### src/smcr_pkg.sv
`timescale 1ns / 1ps
`default_nettype none
// ----------------------------------------------------------------------------
// smcr_pkg
// Shared types, constants and reply text for the serial memory command
// responder.
// ----------------------------------------------------------------------------
package smcr_pkg;

	localparam int DEF_MEMORY_BYTES = 1024;
	localparam int ADDR_MAX_W       = 16;
	localparam int CFG_IDX_W        = 3;
	localparam int CFG_DATA_W       = 16;

	localparam logic [CFG_IDX_W-1:0] CFG_STARTUP_WINDOW = 3'd0;
	localparam logic [CFG_IDX_W-1:0] CFG_COOLDOWN_LONG  = 3'd1;
	localparam logic [CFG_IDX_W-1:0] CFG_COOLDOWN_SHORT = 3'd2;
	localparam logic [CFG_IDX_W-1:0] CFG_BLOCK_LIMIT    = 3'd3;
	localparam logic [CFG_IDX_W-1:0] CFG_FIXED_ADDR_A   = 3'd4;
	localparam logic [CFG_IDX_W-1:0] CFG_FIXED_ADDR_B   = 3'd5;

	localparam logic [15:0] RST_STARTUP_WINDOW = 16'd6000;
	localparam logic [7:0]  RST_COOLDOWN_LONG  = 8'd10;
	localparam logic [7:0]  RST_COOLDOWN_SHORT = 8'd5;
	localparam logic [7:0]  RST_BLOCK_LIMIT    = 8'd50;
	localparam logic [9:0]  RST_FIXED_ADDR_A   = 10'h330;
	localparam logic [9:0]  RST_FIXED_ADDR_B   = 10'h334;

	// request and command bytes
	localparam logic [7:0] REQ_PROG    = 8'd250;
	localparam logic [7:0] REQ_FIXED_A = 8'd254;
	localparam logic [7:0] REQ_FIXED_B = 8'd255;
	localparam logic [7:0] CHR_P       = 8'h50;
	localparam logic [7:0] CHR_W       = 8'h57;
	localparam logic [7:0] CHR_R       = 8'h52;
	localparam logic [7:0] CHR_X       = 8'h58;
	localparam logic [7:0] BYTE_BAD    = 8'hFE;

	// reply byte sources
	localparam logic [1:0] SRC_MEM  = 2'd0;
	localparam logic [1:0] SRC_ZERO = 2'd1;
	localparam logic [1:0] SRC_TEXT = 2'd2;
	localparam logic [1:0] SRC_BAD  = 2'd3;

	// reply texts
	localparam logic [1:0] TXT_PROG = 2'd0;
	localparam logic [1:0] TXT_OK   = 2'd1;
	localparam logic [1:0] TXT_ER   = 2'd2;

	typedef struct packed {
		logic       kind;
		logic [7:0] rx_byte;
	} in_item_t;

	typedef struct packed {
		logic [7:0] tx_byte;
		logic       last;
	} out_item_t;

	typedef struct packed {
		logic [15:0] startup_window_ticks;
		logic [7:0]  cooldown_long;
		logic [7:0]  cooldown_short;
		logic [7:0]  block_count_limit;
		logic [9:0]  fixed_address_a;
		logic [9:0]  fixed_address_b;
	} cfg_t;

	typedef struct packed {
		logic                  we;
		logic [ADDR_MAX_W-1:0] waddr;
		logic [7:0]            wdata;
		logic                  re;
		logic [ADDR_MAX_W-1:0] raddr;
	} mem_req_t;

	typedef struct packed {
		logic      valid;
		out_item_t item;
	} emit_t;

	function automatic logic [7:0] text_char(input logic [1:0] txt, input logic [1:0] idx);
		logic [7:0] c;
		c = 8'h00;
		case (txt)
			TXT_PROG: begin
				case (idx)
					2'd0:    c = 8'h50;
					2'd1:    c = 8'h52;
					2'd2:    c = 8'h4F;
					default: c = 8'h47;
				endcase
			end
			TXT_OK: begin
				c = (idx == 2'd0) ? 8'h4F : 8'h4B;
			end
			default: begin
				c = (idx == 2'd0) ? 8'h45 : 8'h52;
			end
		endcase
		return c;
	endfunction

endpackage
`default_nettype wire

### src/smcr_seq.sv
`timescale 1ns / 1ps
`default_nettype none
// ----------------------------------------------------------------------------
// smcr_seq
// Command sequencer: decodes one item, updates mode and parser state, and
// steps through the reply bytes with one shared address adder/compare.
// ----------------------------------------------------------------------------
module smcr_seq #(
	parameter int MEMORY_BYTES = smcr_pkg::DEF_MEMORY_BYTES
) (
	input  wire logic               clk,
	input  wire logic               arst_n,
	input  wire smcr_pkg::cfg_t     cfg,
	input  wire logic               in_valid,
	input  wire smcr_pkg::in_item_t in_item,
	output logic                    ready,
	input  wire logic               clr_busy,
	input  wire logic               out_free,
	output smcr_pkg::emit_t         emit,
	output smcr_pkg::mem_req_t      req,
	input  wire logic [7:0]         rdata
);

	localparam logic [1:0] ST_IDLE = 2'd0;
	localparam logic [1:0] ST_DEC  = 2'd1;
	localparam logic [1:0] ST_RD   = 2'd2;
	localparam logic [1:0] ST_WR   = 2'd3;

	localparam logic [1:0] MODE_START = 2'd0;
	localparam logic [1:0] MODE_NORM  = 2'd1;
	localparam logic [1:0] MODE_PROG  = 2'd2;

	localparam logic [1:0] STEP_CMD  = 2'd0;
	localparam logic [1:0] STEP_HI   = 2'd1;
	localparam logic [1:0] STEP_LO   = 2'd2;
	localparam logic [1:0] STEP_DATA = 2'd3;

	localparam logic [16:0] MEM_LIMIT = 17'(MEMORY_BYTES);

	logic [1:0]         state_q;
	smcr_pkg::in_item_t item_q;
	logic [1:0]         mode_q;
	logic [15:0]        scnt_q;
	logic [7:0]         cd_q;
	logic [1:0]         step_q;
	logic               pend_q;
	logic [7:0]         hi_q;
	logic [7:0]         lo_q;
	logic [15:0]        base_q;
	logic [1:0]         src_q;
	logic [1:0]         txt_q;
	logic [1:0]         idx_q;
	logic [1:0]         n_q;

	logic [1:0]  eff_mode;
	logic [15:0] scnt_inc;
	logic [7:0]  b;
	logic [15:0] prog_addr;
	logic [15:0] a_dec;
	logic [1:0]  off_dec;
	logic [15:0] op_a;
	logic [1:0]  op_b;
	logic [16:0] sum;
	logic        inr;

	logic [1:0]  mode_d;
	logic [15:0] scnt_d;
	logic [7:0]  cd_d;
	logic [1:0]  step_d;
	logic        pend_d;
	logic [7:0]  hi_d;
	logic [7:0]  lo_d;
	logic        reply;
	logic [1:0]  src_d;
	logic [1:0]  txt_d;
	logic [1:0]  n_d;
	logic        we_d;
	logic [7:0]  byte_out;

	assign b         = item_q.rx_byte;
	assign eff_mode  = (mode_q == MODE_START && scnt_q >= cfg.startup_window_ticks) ?
		MODE_NORM : mode_q;
	assign scnt_inc  = (scnt_q == 16'hFFFF) ? scnt_q : scnt_q + 16'd1;
	assign prog_addr = (step_q == STEP_LO) ? {hi_q, b} : {hi_q, lo_q};

	always_comb begin
		if (eff_mode == MODE_PROG) begin
			a_dec   = prog_addr;
			off_dec = 2'd0;
		end else if (b == smcr_pkg::REQ_FIXED_A) begin
			a_dec   = {6'd0, cfg.fixed_address_a};
			off_dec = 2'd3;
		end else if (b == smcr_pkg::REQ_FIXED_B) begin
			a_dec   = {6'd0, cfg.fixed_address_b};
			off_dec = 2'd3;
		end else begin
			a_dec   = {6'd0, b - 8'd1, 2'b00};
			off_dec = 2'd3;
		end
	end

	// shared address unit: base + offset, range check against the store size
	assign op_a = (state_q == ST_DEC) ? a_dec : base_q;
	assign op_b = (state_q == ST_DEC) ? off_dec : idx_q;
	assign sum  = {1'b0, op_a} + {15'd0, op_b};
	assign inr  = sum < MEM_LIMIT;

	always_comb begin
		mode_d = eff_mode;
		scnt_d = scnt_q;
		cd_d   = cd_q;
		step_d = step_q;
		pend_d = pend_q;
		hi_d   = hi_q;
		lo_d   = lo_q;
		reply  = 1'b0;
		src_d  = smcr_pkg::SRC_TEXT;
		txt_d  = smcr_pkg::TXT_ER;
		n_d    = 2'd0;
		we_d   = 1'b0;
		case (eff_mode)
			MODE_START: begin
				if (!item_q.kind) begin
					scnt_d = scnt_inc;
					if (scnt_inc >= cfg.startup_window_ticks) begin
						mode_d = MODE_NORM;
					end
				end else if (b == smcr_pkg::CHR_P) begin
					mode_d = MODE_PROG;
					step_d = STEP_CMD;
					reply  = 1'b1;
					txt_d  = smcr_pkg::TXT_PROG;
					n_d    = 2'd3;
				end
			end
			MODE_PROG: begin
				if (item_q.kind) begin
					case (step_q)
						STEP_CMD: begin
							if (b == smcr_pkg::CHR_W || b == smcr_pkg::CHR_R) begin
								pend_d = (b == smcr_pkg::CHR_W);
								step_d = STEP_HI;
							end else if (b == smcr_pkg::CHR_X) begin
								mode_d = MODE_NORM;
								reply  = 1'b1;
								txt_d  = smcr_pkg::TXT_OK;
								n_d    = 2'd1;
							end else begin
								reply = 1'b1;
								n_d   = 2'd1;
							end
						end
						STEP_HI: begin
							hi_d   = b;
							step_d = STEP_LO;
						end
						STEP_LO: begin
							lo_d   = b;
							step_d = pend_q ? STEP_DATA : STEP_CMD;
							if (!pend_q) begin
								reply = 1'b1;
								src_d = inr ? smcr_pkg::SRC_MEM : smcr_pkg::SRC_BAD;
							end
						end
						default: begin
							step_d = STEP_CMD;
							reply  = 1'b1;
							n_d    = 2'd1;
							if (inr) begin
								we_d  = 1'b1;
								txt_d = smcr_pkg::TXT_OK;
							end
						end
					endcase
				end
			end
			default: begin
				if (!item_q.kind) begin
					if (cd_q != 8'd0) begin
						cd_d = cd_q - 8'd1;
					end
				end else if (cd_q == 8'd0) begin
					reply = 1'b1;
					n_d   = 2'd3;
					if (b == smcr_pkg::REQ_PROG) begin
						mode_d = MODE_PROG;
						step_d = STEP_CMD;
						cd_d   = cfg.cooldown_long;
						txt_d  = smcr_pkg::TXT_PROG;
					end else if (b == smcr_pkg::REQ_FIXED_A || b == smcr_pkg::REQ_FIXED_B) begin
						src_d = inr ? smcr_pkg::SRC_MEM : smcr_pkg::SRC_ZERO;
						cd_d  = inr ? cfg.cooldown_long : cfg.cooldown_short;
					end else if (b >= 8'd1 && b <= cfg.block_count_limit) begin
						cd_d = inr ? cfg.cooldown_long : cfg.cooldown_short;
						if (inr) begin
							src_d = smcr_pkg::SRC_MEM;
						end else begin
							n_d = 2'd1;
						end
					end else begin
						src_d = smcr_pkg::SRC_ZERO;
					end
				end
			end
		endcase
	end

	always_ff @(posedge clk or negedge arst_n) begin
		if (!arst_n) begin
			state_q <= ST_IDLE;
			mode_q  <= MODE_START;
			scnt_q  <= '0;
			cd_q    <= '0;
			step_q  <= STEP_CMD;
			pend_q  <= 1'b0;
			hi_q    <= '0;
			lo_q    <= '0;
			idx_q   <= '0;
			n_q     <= '0;
			src_q   <= smcr_pkg::SRC_ZERO;
			txt_q   <= smcr_pkg::TXT_ER;
		end else begin
			case (state_q)
				ST_IDLE: begin
					if (in_valid && ready) begin
						state_q <= ST_DEC;
					end
				end
				ST_DEC: begin
					mode_q <= mode_d;
					scnt_q <= scnt_d;
					cd_q   <= cd_d;
					step_q <= step_d;
					pend_q <= pend_d;
					hi_q   <= hi_d;
					lo_q   <= lo_d;
					idx_q  <= '0;
					n_q    <= n_d;
					src_q  <= src_d;
					txt_q  <= txt_d;
					state_q <= reply ? ST_RD : ST_IDLE;
				end
				ST_RD: begin
					state_q <= ST_WR;
				end
				default: begin
					if (out_free) begin
						if (idx_q == n_q) begin
							state_q <= ST_IDLE;
						end else begin
							idx_q   <= idx_q + 2'd1;
							state_q <= ST_RD;
						end
					end
				end
			endcase
		end
	end

	always_ff @(posedge clk) begin
		if (state_q == ST_IDLE && in_valid && ready) begin
			item_q <= in_item;
		end
		if (state_q == ST_DEC) begin
			base_q <= a_dec;
		end
	end

	always_comb begin
		case (src_q)
			smcr_pkg::SRC_MEM:  byte_out = rdata;
			smcr_pkg::SRC_ZERO: byte_out = 8'h00;
			smcr_pkg::SRC_BAD:  byte_out = smcr_pkg::BYTE_BAD;
			default:            byte_out = smcr_pkg::text_char(txt_q, idx_q);
		endcase
	end

	assign ready = (state_q == ST_IDLE) && !clr_busy;

	assign emit.valid        = (state_q == ST_WR) && out_free;
	assign emit.item.tx_byte = byte_out;
	assign emit.item.last    = (idx_q == n_q);

	assign req.we    = (state_q == ST_DEC) && we_d;
	assign req.waddr = prog_addr;
	assign req.wdata = b;
	assign req.re    = (state_q == ST_RD) && (src_q == smcr_pkg::SRC_MEM);
	assign req.raddr = sum[15:0];

endmodule
`default_nettype wire

### config.mk
export PLATFORM = sky130hd
export DESIGN_NAME = smcr_seq
export DESIGN_NICKNAME = d
export VERILOG_FILES = /design/src/smcr_pkg.sv /design/src/smcr_seq.sv
export SDC_FILE = /design/constraint.sdc
export NUM_CORES = 1
export LEC_CHECK = 0
export BUFFER_PORTS_ARGS = -buffer_cell sky130_fd_sc_hd__buf_2
export CAP_MARGIN = 25
export CORE_MARGIN = 2
export CORE_UTILIZATION = 55
export DETAILED_ROUTE_END_ITERATION = 6
export HOLD_SLACK_MARGIN = 0.02
export PLACE_DENSITY_LB_ADDON = 0.12
export SYNTH_ARGS = -nofsm -noshare
export SYNTH_HDL_FRONTEND = slang
export SYNTH_SLANG_ARGS = --single-unit
### constraint.sdc
create_clock -name clk -period 7.8 [get_ports clk]
set_clock_uncertainty 0.2 [all_clocks]
set_input_delay 0.78 -clock clk [delete_from_list [all_inputs] [get_ports clk]]
set_output_delay 0.78 -clock clk [all_outputs]
set_load 0.02 [all_outputs]
==> summary.md <==
| Metric | Value |
|---|---|
| Status | `completed` |
| Multi-input logic area | `0.00405 mm^2` |
| GP Congestion | `0.987` |
| Clock transition at path regs | `0.06 ns` |
| Critical Path Start Type | `flop` |
| Max_cap viols | `0` |
| Power Dens Cells | `367 mW/mm^2` |
| Mapped Area | `0.00648 mm^2` |
| Post-place setup slack | `2.01 ns` |
| CP startpoint | `b[0]$_DFFE_PP_` |
| Ys flop type | `dfrtp_1` |
| Clock Path Buffers | `2` |
| Hold_ws | `0.286 ns` |
| R2R cell count | `17` |
| Fillcell total | `957` |
| Worst Tran Pin Value | `1.02 ns` |
| Min Tclk post-route | `6.23 ns` |
| Capturing point of the worst reg2reg path | `cd_q[1]$_DFFE_PN0P_` |
| Leading cell type in the layout, fill and taps excluded | `buf_2` |
| Slew Viols, Final | `0` |
| Dpl cells | `994` |
| Seq/Total Area, Yosys | `30.4%` |
| Yosys warns | `0` |
| Antenna violations before repair | `0` |
| Flops & latches, synth | `80` |
| Row count | `39` |
| Kind of critical path | `reg -> out` |
| Share of cells above drive strength 1 | `22.0%` |
| Largest family of logic cells by synthesized area | `simple AND/OR/NAND/NOR gates` |
| R2R Setup Slk | `2.07 ns` |
| Syn Area/Cell | `8.61 um^2` |
| Setup crit end | `req[41]` |
| Commonest non-fill, non-tap cells in the layout | `134 x buf_2, 72 x nand2_1, 64 x ha_1, 61 x nor2_1, 57 x inv_1` |
| I/O Buffers | `134` |
| Number of synthesized flops with an enable pin | `9` |
| Via/cell ratio | `5.88` |
| Initial core utilization | `56.5%` |
| Asr flop ratio synth | `68.8%` |
| Unrepaired setup endpoints after global routing | `false` |
| CTS tree | `built` |
| Post-Syn Instances | `753` |
| Clock sink count | `80` |
| Final setup fails | `0` |
| DRT antenna net count | `0` |
| Cts-stage hold buffer count | `0` |
| Root buf cell | `clkbuf_16` |
| Post-synthesis mux area share | `5.33%` |
| Die height | `113 um` |
| Number of global-route vias before repair | `5,980` |
| Worst-path fanout max | `22` |
| Final WS setup | `1.57 ns` |
| Number of non-filler instances in the completed layout | `1,010` |
| Worst IR drop on VDD | `0.389 mV` |
| Tightest Hold Check Type | `reg -> reg` |
| Req. time, crit path | `6.82 ns` |
| Global-route wire length before repair | `28,600 um` |
| Antenna cells | `0` |
| Fin crit share | `79.9%` |
| Synth-to-Final Area Change | `15.0%` |
| Drt pass-1 iters | `5` |
| CP Capture Type | `primary output` |
| Core area | `0.0115 mm^2` |
| Layout Nets | `1,009` |
| Die ar. | `0.0127 mm^2` |
| Via count | `5,942` |
| H-Tree Depth | `3` |
| Detailed placer's ending HPWL | `13,200 um` |
| Wire per inst | `17.2 um` |
| IO Pins | `135` |
| Final hold violation count | `0` |
| Worst R2R Start | `b[0]$_DFFE_PP_` |
| Post-synthesis xor/xnor area fraction | `5.54%` |
| Setup TNS | `0 ns` |
| DR DRC count | `0` |
| Largest net degree at the start of global routing | `56` |
| Max Clk Rate | `160 MHz` |
| Congestion Overflow GR | `0` |
| Post-Synth Simple-Gate Area | `20.1%` |
| Post-synthesis cell type count | `80` |
| Iteration-0 DRC Markers | `417` |
| Tot GR Track Use | `28.1%` |
| Relative max-transition margin | `31.8%` |
| Compound-Gate Fraction of Synth Area | `18.8%` |
| Num CTS Buffers | `9` |
| Worst EP arrival | `5.25 ns` |
| Chip Width | `113 um` |
| Register Area | `0.00197 mm^2` |
| Syn nets | `900` |
| LEAKAGE | `3.67 nW` |
| Post-Synth Adder-Cell Area | `12.7%` |
| Setup Fix Bufs, Post-CTS | `0` |
| Final WL | `17,300 um` |
| Clk Latency, worst-skew pair | `0.35 ns` |
| CTS resizes | `0` |
power by group:
part	internal, mW	switching, mW	total, mW	leakage, nW
clock	0.313	0.182	0.495	0.164
sequential	0.548	0.127	0.675	0.909
combinational	0.595	0.967	1.56	2.60
total	1.46	1.28	2.73	3.67
critical path: stages, from the launching register on:
cell	delay [ns]
edfxtp_1	0.45
inv_1	0.21
ha_1	0.66
nand2_1	0.09
o21ai_0	0.10
nand3_1	0.10
a31oi_1	0.26
ha_1	0.21
inv_1	0.06
fa_1	0.39
nand2b_1	0.22
or3_1	0.43
nor3_1	0.32
mux2_2	0.41
a2111oi_4	0.55
and3_2	0.28
buf_2	0.16
routing by layer:
layer  wire length (um)  vias to the layer above  GRT usage (%)
met3                971                       52           3.83
met4                677                        0           14.6
met5                  0                        -              0
met1               7310                     2783           35.4
met2               8390                      231           46.9
li1                   -                     2876              -
cells in the mapped netlist, types with 10 or more instances:
| library cell | count | area (um^2) |
|---|---|---|
| dfrtp_1 | 53 | 1330 |
| mux2i_1 | 12 | 120 |
| nor2_1 | 61 | 229 |
| xnor2_1 | 25 | 219 |
| a21oi_1 | 43 | 215 |
| buf_4 | 12 | 90.1 |
| o22ai_1 | 12 | 75.1 |
| xor2_1 | 16 | 140 |
| nand3_1 | 23 | 115 |
| mux2_2 | 20 | 225 |
| inv_1 | 57 | 214 |
| and3_1 | 10 | 62.6 |
| o21ai_0 | 30 | 150 |
| dfxtp_1 | 16 | 320 |
| nor2b_1 | 15 | 93.8 |
| a21o_1 | 21 | 158 |
| nand2_1 | 72 | 270 |
| nor3_1 | 17 | 85.1 |
| ha_1 | 64 | 801 |
| clkbuf_1 | 16 | 60.1 |
cells by family (layout without fill, tap and decap cells):
family                     after synthesis  in the layout
AOI/OAI and AO/OA                      180            180
xor gates and xnor gates                41             41
adders and majority gates               65             65
buffers and inverters                   97            211
DFF                                     80             80
muxes                                   32             32
and+or+nand+nor                        258            258
state kept, by name (all words and copies together) (netlist names), 2 cells and up:
register  cells
base_q       16
n_q           2
idx_q         2
state_q       2
txt_q         2
step_q        2
mode_q        2
b             8
lo_q          8
scnt_q       16
hi_q          8
cd_q          8
src_q         2
worst min-delay path by stage:
stage | cells past startpoint | startpoint | slack [ns] | to
CTS | 2 | base_q[0]$_DFF_P_ | 0.28 | base_q[0]$_DFF_P_
finish | 2 | base_q[0]$_DFF_P_ | 0.29 | base_q[0]$_DFF_P_
floorplan | 2 | lo_q[0]$_DFFE_PN0P_ | 0.25 | lo_q[0]$_DFFE_PN0P_
global placement | 2 | base_q[0]$_DFF_P_ | 0.28 | base_q[0]$_DFF_P_
detailed placement | 2 | base_q[0]$_DFF_P_ | 0.27 | base_q[0]$_DFF_P_
global route | 2 | base_q[0]$_DFF_P_ | 0.31 | base_q[0]$_DFF_P_
stage by stage:
| step | total power [mW] | instance area (um^2) | utilization, % |
|---|---|---|---|
| 6_report | 2.73 | 7450 | 65.0 |
| 5_1_grt | 2.92 | 7450 | 65.0 |
| 4_1_cts | 2.73 | 7450 | 65.0 |
| 3_5_place_dp | 2.22 | 7110 | 62.0 |
| 3_3_place_gp | 2.18 | 7110 | 62.0 |
| 2_1_floorplan | 1.82 | 6480 | - |
area by class of cell:
class	count	share of cell area [%]
Clock inverter	7	1.59
Multi-Input combinational cell	576	54.3
Clock buffer	9	3.02
Tap cell	143	2.40
Timing Repair Buffer	137	9.30
Inverter	58	2.99
Sequential cell	80	26.4
No activity file was read; power rests on OpenSTA's default activity.
